--- config.mk ---
export PLATFORM = sky130hd
export DESIGN_NAME = page_frame_allocator_nru_unit
export DESIGN_NICKNAME = d
export VERILOG_FILES = /design/src/hw/rtl/pfa_pkg.sv /design/src/hw/rtl/pfa_dpath.sv /design/src/hw/rtl/pfa_ctrl.sv /design/src/hw/rtl/page_frame_allocator_nru_unit.sv
export SDC_FILE = /design/constraint.sdc
export NUM_CORES = 1
export LEC_CHECK = 0
export ABC_AREA = 1
export BUFFER_PORTS_ARGS = -buffer_cell sky130_fd_sc_hd__clkbuf_2
export CORE_MARGIN = 10
export CORE_UTILIZATION = 36
export DETAILED_ROUTE_END_ITERATION = 8
export SETUP_SLACK_MARGIN = 0.4
export SYNTH_ARGS = -nofsm -noshare
export SYNTH_HDL_FRONTEND = slang
export SYNTH_SLANG_ARGS = --single-unit
--- constraint.sdc ---
create_clock -name clk -period 3.6 [get_ports clk]
set_input_delay 0.9 -clock clk [delete_from_list [all_inputs] [get_ports clk]]
set_output_delay 0.9 -clock clk [all_outputs]
set_load 0.05 [all_outputs]
--- src/hw/rtl/pfa_pkg.sv ---
// Shared codes and controller/datapath handshake types for the page frame allocator.
package pfa_pkg;

    // Operation codes carried by an input word.
    localparam logic [1:0] OP_ALLOC      = 2'd0;
    localparam logic [1:0] OP_FREE_FRAME = 2'd1;
    localparam logic [1:0] OP_SET_USAGE  = 2'd2;
    localparam logic [1:0] OP_FREE_SWAP  = 2'd3;

    // Status codes carried by a result word.
    localparam logic [1:0] STAT_OK        = 2'd0;
    localparam logic [1:0] STAT_NO_VICTIM = 2'd1;
    localparam logic [1:0] STAT_SWAP_FULL = 2'd2;

    // Best NRU rank seen so far when no unpinned frame has been found.
    localparam logic [2:0] RANK_NONE = 3'd4;

    // Commands from the controller to the datapath.
    typedef struct packed {
        logic       in_load;    // latch the input word and start a new step
        logic       clr_step;   // clear one entry of each memory
        logic       f_read;     // read frame memory at the scan pointer
        logic       f_read_fi;  // read frame memory at the requested frame
        logic       f_take;     // claim the free frame just read
        logic       v_step;     // fold the frame just read into the victim search
        logic       s_read;     // read swap memory at the slot pointer
        logic       evict;      // commit the victim and the free slot just read
        logic       rmw_wr;     // write back a free or a usage update
        logic       swap_rel;   // release the requested swap slot
        logic       stat_en;    // record a status code
        logic [1:0] stat_val;
        logic       out_load;   // move the result into the output register
    } pfa_cmd_t;

    // Status from the datapath to the controller.
    typedef struct packed {
        logic [1:0] op;
        logic       clr_last;
        logic       fi_ok;
        logic       have_free;
        logic       f_hit;
        logic       v_last;
        logic       v_none;
        logic       s_hit;
        logic       s_last;
    } pfa_sts_t;

endpackage

--- src/hw/rtl/pfa_dpath.sv ---
// Datapath of the page frame allocator: frame and swap memories, pointers and result registers.
module pfa_dpath #(
    parameter int FRAMES     = 64,
    parameter int SWAP_SLOTS = 64
) (
    input  logic             clk,
    input  logic             rst_n,
    input  pfa_pkg::pfa_cmd_t cmd,
    output pfa_pkg::pfa_sts_t sts,
    input  logic [1:0]       operation,
    input  logic [5:0]       frame_index,
    input  logic             pin,
    input  logic             accessed,
    input  logic             dirty,
    input  logic [5:0]       swap_slot,
    output logic [5:0]       frame,
    output logic             evicted,
    output logic [5:0]       swap_slot_out,
    output logic [1:0]       status,
    output logic [6:0]       free_frames
);

    localparam int FW      = $clog2(FRAMES);
    localparam int SW      = (SWAP_SLOTS > 1) ? $clog2(SWAP_SLOTS) : 1;
    localparam int CLR_LEN = (FRAMES > SWAP_SLOTS) ? FRAMES : SWAP_SLOTS;
    localparam int CW      = $clog2(CLR_LEN);
    localparam int NW      = $clog2(FRAMES + 1);

    typedef struct packed {
        logic used;
        logic pinned;
        logic accessed;
        logic dirty;
    } frame_ent_t;

    // Memories.
    frame_ent_t fmem [FRAMES];
    logic       smem [SWAP_SLOTS];

    // Control registers.
    logic [FW-1:0] next_frame_reg, next_frame_next;
    logic [NW-1:0] free_count_reg, free_count_next;
    logic [CW-1:0] clr_cnt_reg;
    logic          f_rvld_reg;
    logic          s_rvld_reg;

    // Payload registers.
    logic [1:0]    op_reg;
    logic [5:0]    fi_reg;
    logic          pin_reg;
    logic          acc_reg;
    logic          dir_reg;
    logic [5:0]    ss_reg;
    logic [FW-1:0] iptr_reg, iptr_next;
    logic [SW-1:0] sptr_reg, sptr_next;
    frame_ent_t    f_rdata_reg;
    logic [FW-1:0] f_raddr_reg;
    logic          s_rdata_reg;
    logic [SW-1:0] s_raddr_reg;
    logic [2:0]    best_reg;
    logic [FW-1:0] vic_reg;
    logic [FW-1:0] res_frame_reg;
    logic          res_evicted_reg;
    logic [SW-1:0] res_slot_reg;
    logic [1:0]    res_status_reg;
    logic [5:0]    frame_reg;
    logic          evicted_reg;
    logic [5:0]    swap_slot_out_reg;
    logic [1:0]    status_reg;
    logic [6:0]    free_frames_reg;

    logic          fi_ok;
    logic          ss_ok;
    logic [FW-1:0] fi_addr;
    logic [1:0]    rank;
    logic          f_re;
    logic [FW-1:0] f_raddr;
    logic          f_we;
    logic [FW-1:0] f_waddr;
    frame_ent_t    f_wdata;
    logic          s_we;
    logic [SW-1:0] s_waddr;
    logic          s_wdata;
    frame_ent_t    taken;

    // Range checks and derived values.
    assign fi_ok   = 32'(fi_reg) < 32'(FRAMES);
    assign ss_ok   = 32'(ss_reg) < 32'(SWAP_SLOTS);
    assign fi_addr = FW'(fi_reg);
    assign rank    = {f_rdata_reg.dirty, f_rdata_reg.accessed};
    assign taken   = '{used: 1'b1, pinned: pin_reg, accessed: 1'b0, dirty: 1'b0};

    // Scan pointers advance with wrap.
    assign iptr_next = (iptr_reg == FW'(FRAMES - 1)) ? '0 : iptr_reg + FW'(1);
    assign sptr_next = (sptr_reg == SW'(SWAP_SLOTS - 1)) ? '0 : sptr_reg + SW'(1);

    // Status back to the controller.
    always_comb
    begin
        sts.op        = op_reg;
        sts.clr_last  = (clr_cnt_reg == CW'(CLR_LEN - 1));
        sts.fi_ok     = fi_ok;
        sts.have_free = (free_count_reg != '0);
        sts.f_hit     = f_rvld_reg && !f_rdata_reg.used;
        sts.v_last    = f_rvld_reg && ((f_raddr_reg == FW'(FRAMES - 1)) ||
                        (!f_rdata_reg.pinned && rank == 2'd0));
        sts.v_none    = (best_reg == pfa_pkg::RANK_NONE);
        sts.s_hit     = s_rvld_reg && !s_rdata_reg;
        sts.s_last    = s_rvld_reg && (s_raddr_reg == SW'(SWAP_SLOTS - 1));
    end

    // Frame memory read port.
    assign f_re    = cmd.f_read || cmd.f_read_fi;
    assign f_raddr = cmd.f_read_fi ? fi_addr : iptr_reg;

    // Frame memory write port; the commands that write never coincide.
    always_comb
    begin
        f_we    = 1'b0;
        f_waddr = f_raddr_reg;
        f_wdata = f_rdata_reg;
        priority if (cmd.clr_step)
        begin
            f_we    = 32'(clr_cnt_reg) < 32'(FRAMES);
            f_waddr = FW'(clr_cnt_reg);
            f_wdata = '0;
        end
        else if (cmd.f_take)
        begin
            f_we    = 1'b1;
            f_wdata = taken;
        end
        else if (cmd.evict)
        begin
            f_we    = 1'b1;
            f_waddr = vic_reg;
            f_wdata = taken;
        end
        else if (cmd.rmw_wr)
        begin
            if (op_reg == pfa_pkg::OP_FREE_FRAME)
            begin
                f_we         = f_rdata_reg.used;
                f_wdata.used = 1'b0;
            end
            else
            begin
                f_we             = 1'b1;
                f_wdata.accessed = acc_reg;
                f_wdata.dirty    = dir_reg;
            end
        end
        else
        begin
            f_we = 1'b0;
        end
    end

    // Swap memory write port.
    always_comb
    begin
        s_we    = 1'b0;
        s_waddr = s_raddr_reg;
        s_wdata = 1'b0;
        priority if (cmd.clr_step)
        begin
            s_we    = 32'(clr_cnt_reg) < 32'(SWAP_SLOTS);
            s_waddr = SW'(clr_cnt_reg);
        end
        else if (cmd.evict)
        begin
            s_we    = 1'b1;
            s_wdata = 1'b1;
        end
        else if (cmd.swap_rel)
        begin
            s_we    = ss_ok;
            s_waddr = SW'(ss_reg);
        end
        else
        begin
            s_we = 1'b0;
        end
    end

    // Memory arrays with registered read data.
    always_ff @(posedge clk)
    begin
        if (f_we)
        begin
            fmem[f_waddr] <= f_wdata;
        end
        if (f_re)
        begin
            f_rdata_reg <= fmem[f_raddr];
            f_raddr_reg <= f_raddr;
        end
        if (s_we)
        begin
            smem[s_waddr] <= s_wdata;
        end
        if (cmd.s_read)
        begin
            s_rdata_reg <= smem[sptr_reg];
            s_raddr_reg <= sptr_reg;
        end
    end

    // Next values of the pointer and the free count.
    always_comb
    begin
        next_frame_next = next_frame_reg;
        free_count_next = free_count_reg;
        if (cmd.f_take)
        begin
            next_frame_next = (f_raddr_reg == FW'(FRAMES - 1)) ? '0 : f_raddr_reg + FW'(1);
            free_count_next = free_count_reg - NW'(1);
        end
        else if (cmd.rmw_wr && op_reg == pfa_pkg::OP_FREE_FRAME && f_rdata_reg.used)
        begin
            free_count_next = free_count_reg + NW'(1);
        end
    end

    // Control registers.
    always_ff @(posedge clk or negedge rst_n)
    begin
        if (!rst_n)
        begin
            next_frame_reg <= '0;
            free_count_reg <= NW'(FRAMES);
            clr_cnt_reg    <= '0;
            f_rvld_reg     <= 1'b0;
            s_rvld_reg     <= 1'b0;
        end
        else
        begin
            next_frame_reg <= next_frame_next;
            free_count_reg <= free_count_next;
            f_rvld_reg     <= f_re;
            s_rvld_reg     <= cmd.s_read;
            if (cmd.clr_step)
            begin
                clr_cnt_reg <= clr_cnt_reg + CW'(1);
            end
        end
    end

    // Input word, scan state and result fields.
    always_ff @(posedge clk)
    begin
        if (cmd.in_load)
        begin
            op_reg          <= operation;
            fi_reg          <= frame_index;
            pin_reg         <= pin;
            acc_reg         <= accessed;
            dir_reg         <= dirty;
            ss_reg          <= swap_slot;
            iptr_reg        <= (free_count_reg == '0) ? '0 : next_frame_reg;
            sptr_reg        <= '0;
            best_reg        <= pfa_pkg::RANK_NONE;
            vic_reg         <= '0;
            res_frame_reg   <= '0;
            res_evicted_reg <= 1'b0;
            res_slot_reg    <= '0;
            res_status_reg  <= pfa_pkg::STAT_OK;
        end
        else
        begin
            if (cmd.f_read)
            begin
                iptr_reg <= iptr_next;
            end
            if (cmd.s_read)
            begin
                sptr_reg <= sptr_next;
            end
            if (cmd.v_step && f_rvld_reg && !f_rdata_reg.pinned && ({1'b0, rank} < best_reg))
            begin
                best_reg <= {1'b0, rank};
                vic_reg  <= f_raddr_reg;
            end
            if (cmd.f_take)
            begin
                res_frame_reg <= f_raddr_reg;
            end
            if (cmd.evict)
            begin
                res_frame_reg   <= vic_reg;
                res_evicted_reg <= 1'b1;
                res_slot_reg    <= s_raddr_reg;
            end
            if (cmd.stat_en)
            begin
                res_status_reg <= cmd.stat_val;
            end
        end
    end

    // Output register.
    always_ff @(posedge clk)
    begin
        if (cmd.out_load)
        begin
            frame_reg         <= 6'(res_frame_reg);
            evicted_reg       <= res_evicted_reg;
            swap_slot_out_reg <= 6'(res_slot_reg);
            status_reg        <= res_status_reg;
            free_frames_reg   <= 7'(free_count_reg);
        end
    end

    assign frame         = frame_reg;
    assign evicted       = evicted_reg;
    assign swap_slot_out = swap_slot_out_reg;
    assign status        = status_reg;
    assign free_frames   = free_frames_reg;

endmodule

--- src/hw/rtl/pfa_ctrl.sv ---
// Controller of the page frame allocator: sequences clearing, scans, updates and handshakes.
module pfa_ctrl (
    input  logic              clk,
    input  logic              rst_n,
    input  logic              in_valid,
    output logic              in_stall,
    output logic              out_valid,
    input  logic              out_stall,
    input  pfa_pkg::pfa_sts_t sts,
    output pfa_pkg::pfa_cmd_t cmd
);

    localparam logic [3:0] S_CLEAR  = 4'd0;
    localparam logic [3:0] S_IDLE   = 4'd1;
    localparam logic [3:0] S_DECODE = 4'd2;
    localparam logic [3:0] S_FSCAN  = 4'd3;
    localparam logic [3:0] S_VSCAN  = 4'd4;
    localparam logic [3:0] S_VDEC   = 4'd5;
    localparam logic [3:0] S_SSCAN  = 4'd6;
    localparam logic [3:0] S_RMW    = 4'd7;
    localparam logic [3:0] S_RESP   = 4'd8;

    logic [3:0] state_reg, state_next;
    logic       out_valid_reg, out_valid_next;
    logic       out_free;

    // The output register can take a word when empty or being emptied.
    assign out_free = !out_valid_reg || !out_stall;
    assign in_stall = (state_reg != S_IDLE);

    // Next state and commands.
    always_comb
    begin
        state_next = state_reg;
        cmd        = '0;
        unique case (state_reg)
            S_CLEAR:
            begin
                cmd.clr_step = 1'b1;
                if (sts.clr_last)
                begin
                    state_next = S_IDLE;
                end
            end
            S_IDLE:
            begin
                if (in_valid)
                begin
                    cmd.in_load = 1'b1;
                    state_next  = S_DECODE;
                end
            end
            S_DECODE:
            begin
                unique case (sts.op)
                    pfa_pkg::OP_ALLOC:
                    begin
                        cmd.f_read = 1'b1;
                        state_next = sts.have_free ? S_FSCAN : S_VSCAN;
                    end
                    pfa_pkg::OP_FREE_FRAME, pfa_pkg::OP_SET_USAGE:
                    begin
                        cmd.f_read_fi = sts.fi_ok;
                        state_next    = sts.fi_ok ? S_RMW : S_RESP;
                    end
                    pfa_pkg::OP_FREE_SWAP:
                    begin
                        cmd.swap_rel = 1'b1;
                        state_next   = S_RESP;
                    end
                    default:
                    begin
                        state_next = S_RESP;
                    end
                endcase
            end
            S_FSCAN:
            begin
                if (sts.f_hit)
                begin
                    cmd.f_take = 1'b1;
                    state_next = S_RESP;
                end
                else
                begin
                    cmd.f_read = 1'b1;
                end
            end
            S_VSCAN:
            begin
                cmd.v_step = 1'b1;
                if (sts.v_last)
                begin
                    state_next = S_VDEC;
                end
                else
                begin
                    cmd.f_read = 1'b1;
                end
            end
            S_VDEC:
            begin
                if (sts.v_none)
                begin
                    cmd.stat_en  = 1'b1;
                    cmd.stat_val = pfa_pkg::STAT_NO_VICTIM;
                    state_next   = S_RESP;
                end
                else
                begin
                    cmd.s_read = 1'b1;
                    state_next = S_SSCAN;
                end
            end
            S_SSCAN:
            begin
                if (sts.s_hit)
                begin
                    cmd.evict  = 1'b1;
                    state_next = S_RESP;
                end
                else if (sts.s_last)
                begin
                    cmd.stat_en  = 1'b1;
                    cmd.stat_val = pfa_pkg::STAT_SWAP_FULL;
                    state_next   = S_RESP;
                end
                else
                begin
                    cmd.s_read = 1'b1;
                end
            end
            S_RMW:
            begin
                cmd.rmw_wr = 1'b1;
                state_next = S_RESP;
            end
            S_RESP:
            begin
                if (out_free)
                begin
                    cmd.out_load = 1'b1;
                    state_next   = S_IDLE;
                end
            end
            default:
            begin
                state_next = S_IDLE;
            end
        endcase
    end

    // Output valid follows loads and completed transfers.
    always_comb
    begin
        out_valid_next = out_valid_reg;
        if (cmd.out_load)
        begin
            out_valid_next = 1'b1;
        end
        else if (!out_stall)
        begin
            out_valid_next = 1'b0;
        end
    end

    always_ff @(posedge clk or negedge rst_n)
    begin
        if (!rst_n)
        begin
            state_reg     <= S_CLEAR;
            out_valid_reg <= 1'b0;
        end
        else
        begin
            state_reg     <= state_next;
            out_valid_reg <= out_valid_next;
        end
    end

    assign out_valid = out_valid_reg;

endmodule

--- src/hw/rtl/page_frame_allocator_nru_unit.sv ---
// Allocate with a free frame: the result follows a scan from the next-frame pointer.
// Allocate with eviction: a victim scan over the frames, then a scan for a free swap slot.
// Free frame and set usage read the entry, then write it back; one word is held at a time.
// A stalled result delays its load; the next word is accepted the cycle after the load.
// Each scan reads one memory entry per cycle through a registered read port.
// After reset a clearing pass over both memories runs before any word is taken.
module page_frame_allocator_nru_unit #(
    parameter int FRAMES     = 64,
    parameter int SWAP_SLOTS = 64
) (
    input  logic       clk,
    input  logic       rst_n,
    input  logic       in_valid,
    output logic       in_stall,
    input  logic [1:0] operation,
    input  logic [5:0] frame_index,
    input  logic       pin,
    input  logic       accessed,
    input  logic       dirty,
    input  logic [5:0] swap_slot,
    output logic       out_valid,
    input  logic       out_stall,
    output logic [5:0] frame,
    output logic       evicted,
    output logic [5:0] swap_slot_out,
    output logic [1:0] status,
    output logic [6:0] free_frames
);

    pfa_pkg::pfa_cmd_t cmd;
    pfa_pkg::pfa_sts_t sts;

    // Sequencing and handshakes.
    pfa_ctrl u_ctrl (
        .clk       (clk),
        .rst_n     (rst_n),
        .in_valid  (in_valid),
        .in_stall  (in_stall),
        .out_valid (out_valid),
        .out_stall (out_stall),
        .sts       (sts),
        .cmd       (cmd)
    );

    // Memories, pointers and result fields.
    pfa_dpath #(
        .FRAMES     (FRAMES),
        .SWAP_SLOTS (SWAP_SLOTS)
    ) u_dpath (
        .clk           (clk),
        .rst_n         (rst_n),
        .cmd           (cmd),
        .sts           (sts),
        .operation     (operation),
        .frame_index   (frame_index),
        .pin           (pin),
        .accessed      (accessed),
        .dirty         (dirty),
        .swap_slot     (swap_slot),
        .frame         (frame),
        .evicted       (evicted),
        .swap_slot_out (swap_slot_out),
        .status        (status),
        .free_frames   (free_frames)
    );

endmodule
==> impl_metrics.csv <==
group,metric,value,unit
cts,cts_setup_buffers,0,
layout,final_area,22400,sq um
flow_run,maxCapViolCount,0,
timing,holdWs,371,ps
critical_path,ff2ff_path_depth,12,
yosys,synth-async-reset-ratio,5.94,%
detailed_routing,drc,0,
floorplanning,fp.dieH,254,um
layout,largest_reg_flops,256,
detailed_routing,drtIter0Drc,1082,
timing,skew,34.3,ps
critical_path,path_buf_inv,3,
yosys,synth_edf_count,382,
layout,top_regs,"u_dpath.fmem x256, u_dpath.smem x64",
critical_path,worstPathMaxFanout,46,
floorplanning,pin_count,45,
power_and_ir_drop,p_sw_share,40.7,%
detailed_routing,drt-total-wl,47.5,mm
floorplanning,dieArea,64600,sq um
timing,timing.fmax,333,MHz
critical_path,path_common_cell,"nand2_1",
min_path,min_path_type,"input pin to async pin",
yosys,synth_fp_nets,2012,
yosys,synth_area,19700,sq um
critical_path,reg2reg_from,"u_ctrl.state_reg[3]$_DFFE_PN0P_",
layout,regMostFlops,"u_dpath.fmem",
critical_path,crit_required,3840,ps
critical_path,endpoint_kind,"flip-flop",
power_and_ir_drop,power.leakage,8.97,nW
global_routing,grt_remaining_overflow,0,
power_and_ir_drop,powerDensity,874,nW/um^2
place,gp_congestion,0.873,
power_and_ir_drop,p_int,0.0116,W
timing,worst_pin_slew,729,ps
cts,clkSlewWorstSetupHoldPaths,60,ps
place,place_hpwl,30.1,mm
yosys,synth_common_cells,"407 x nand2_1, 382 x edfxtp_1, 312 x inv_1, 268 x nand3_1, 220 x nor2_1",
power_and_ir_drop,power_switching,0.00798,W
yosys,synth_cells,1981,
power_and_ir_drop,combPwrFrac,39.1,%
layout,antenna_cells,0,
floorplanning,core_area,54000,sq um
detailed_routing,avgRoutedWirePerCell,17.2,um
place,port_buffers,44,
global_routing,grt_pass1_vias,13300,
timing,finalMaxSlewViolations,0,
cts,cts_root_buffer,"clkbuf_16",
yosys,synth_flop_cell,"edfxtp_1",
detailed_routing,route.vias.total,13800,
power_and_ir_drop,ir_drop,0.430,mV
cts,cts_sinks,438,
critical_path,critPathKind,"flip-flop to flip-flop",
timing,setup_violations,0,
floorplanning,die_x,254,um
yosys,synth-seq-area-share,64.5,%
critical_path,crit_arrival,3240,ps
critical_path,crit_family,"simple AND/OR/NAND/NOR gates",
detailed_routing,ant_nets,0,
place,dpl_cell_area,20800,sq um
critical_path,cp_slowest_stage_delay,450,ps
power_and_ir_drop,seq_power_share,36.5,%
critical_path,critPathSlowestCell,"nor2_1",
yosys,synth_top_area_share,58.2,%
layout,num-nets-final,2066,
critical_path,r2r_slack,600,ps
yosys,yosysMostFrequentCell,"nand2_1",
timing,post-route-period-util,83.4,%
timing,hold_viol_final,0,
global_routing,antenna_found_initial,0,
global_routing,grt_pass1_wl,74.6,mm
critical_path,start_kind,"flip-flop",
cts,cts_tree,"yes",
floorplanning,num_rows,85,
cts,numCtsBuffers,46,
global_routing,grt_max_degree,84,
yosys,synth.distinct_cells,47,
yosys,synth_warnings,0,
layout,drive_above_1_share,10.4,%
cts,clk-insertion-delay-late,600,ps
timing,relSlewSlack,51.4,%
floorplanning,initial_utilization,36.5,%
timing,fin_crit,3000,ps
yosys,synth_area_leader_cell,"edfxtp_1",
layout,nFillCells,5261,
yosys,ys_top_cells_by_area,"edfxtp_1 58%, nand2_1 7.7%, nand3_1 6.8%",
cts,max-clock-path-buffers,3,
global_routing,grt_util_all_layers,14.7,%
power_and_ir_drop,clockPowerShare,24.3,%
layout,final_core_util,41.5,%
detailed_routing,drtPass1Iterations,7,
yosys,syn_avg_cell_area,9.96,sq um
critical_path,r2r_end,"u_dpath.fmem[35][1]$_DFFE_PP_",
layout,area_growth,13.6,%
yosys,ys_ff_latch,438,
critical_path,crit_chain,"inv_1 > nand2_1 > inv_2 > nand2_4 > nor2_8 > buf_4 > nand2_1 > nand2_1 > o21ai_1 > nor2_2 > nand3_2 > nor2_1",
status,status,"completed",
cts,h-tree-depth,2,
detailed_routing,via_per_inst,4.98,
timing,grt_setup_unrepaired,"true",
## placed cells by master (no fill, tap or decap), types with 15 or more instances in the layout
cell,synthesis,final
inv_1,312,312
dfxtp_1,30,30
dfrtp_1,25,25
nand2_1,407,404
o22ai_1,15,15
clkbuf_16,0,48
nand3_1,268,268
clkbuf_2,0,44
buf_4,23,23
a21oi_1,21,17
nor2_1,220,213
edfxtp_1,382,382
o21ai_0,88,88
## per-layer routing
metal	part of all wire [%]	GRT usage, %	vias up
met2	47	24.4	416
li1	-	-	6671
met1	45	19.4	6634
met3	6.1	2.54	61
met4	2.2	4.46	0
met5	0	0	-
## final cells by class
cell class                      count  area (sq um)  share of cell area [%]
Clock buffer                       63          1320                    5.88
Clock inverter                     22           226                    1.01
Inverter                          328          1230                    5.50
Multi-Input combinational cell   1147          5510                    24.6
Sequential cell                   438         12700                    56.8
Tap cell                          696           871                    3.89
Timing Repair Buffer               74           533                    2.38
## worst max path at each step
stage | from | endpoint | slack (ps) | cells after the start
2_1_floorplan | u_ctrl.state_reg[1]$_DFFE_PN0P_ | u_dpath.fmem[0][0]$_DFFE_PP_ | -110 | 8
3_3_place_gp | u_dpath.op_reg[0]$_DFFE_PP_ | u_dpath.f_rdata_reg[2]$_DFFE_PP_ | 650 | 13
3_5_place_dp | u_ctrl.state_reg[3]$_DFFE_PN0P_ | u_dpath.fmem[11][2]$_DFFE_PP_ | 540 | 12
4_1_cts | u_ctrl.state_reg[3]$_DFFE_PN0P_ | u_dpath.fmem[11][1]$_DFFE_PP_ | 510 | 12
5_1_grt | u_ctrl.state_reg[3]$_DFFE_PN0P_ | u_dpath.fmem[59][3]$_DFFE_PP_ | 360 | 12
6_report | u_ctrl.state_reg[3]$_DFFE_PN0P_ | u_dpath.fmem[35][1]$_DFFE_PP_ | 600 | 12
## worst reg2reg max path: stages (launching register included)
cell and delay (ps):
dfrtp_1 380, inv_1 110, nand2_1 110, inv_2 110, nand2_4 70, nor2_8 90, buf_4 390, nand2_1 130
nand2_1 90, o21ai_1 100, nor2_2 200, nand3_2 420, nor2_1 450
## power groups by stage
stage          Combinational [W]  Clock [W]  Sequential (W)
2_1_floorplan            0.00501          0         0.00727
3_3_place_gp             0.00758          0         0.00725
3_5_place_dp             0.00763          0         0.00726
4_1_cts                  0.00767    0.00488         0.00716
5_1_grt                  0.00854    0.00506         0.00721
6_report                 0.00767    0.00477         0.00716
## per-stage QoR
step | cells | TNS (ps) | setup WS, ps | total power [W]
2_1_floorplan | 1981 | -14140 | -110 | 0.0123
3_3_place_gp | 2683 | 0 | 653 | 0.0148
3_5_place_dp | 2683 | 0 | 543 | 0.0149
4_1_cts | 2768 | 0 | 509 | 0.0197
5_1_grt | 2768 | 0 | 355 | 0.0208
6_report | 2768 | 0 | 596 | 0.0196
## what timing repair did
| action | in CTS | in global routing |
|---|---|---|
| gates resized for setup | 0 | 10 |
| hold buffers | 0 | 0 |
| endpoints found under the setup margin | 0 | 40 |
## cell families after synthesis
group,synth area share (%)
buf+inv,8.17
flops,64.5
simple gates,21.2
xor+xnor,0.799
compound gates,4.72
fa+ha+maj,0.634
Power figures use the tool's default switching activity.
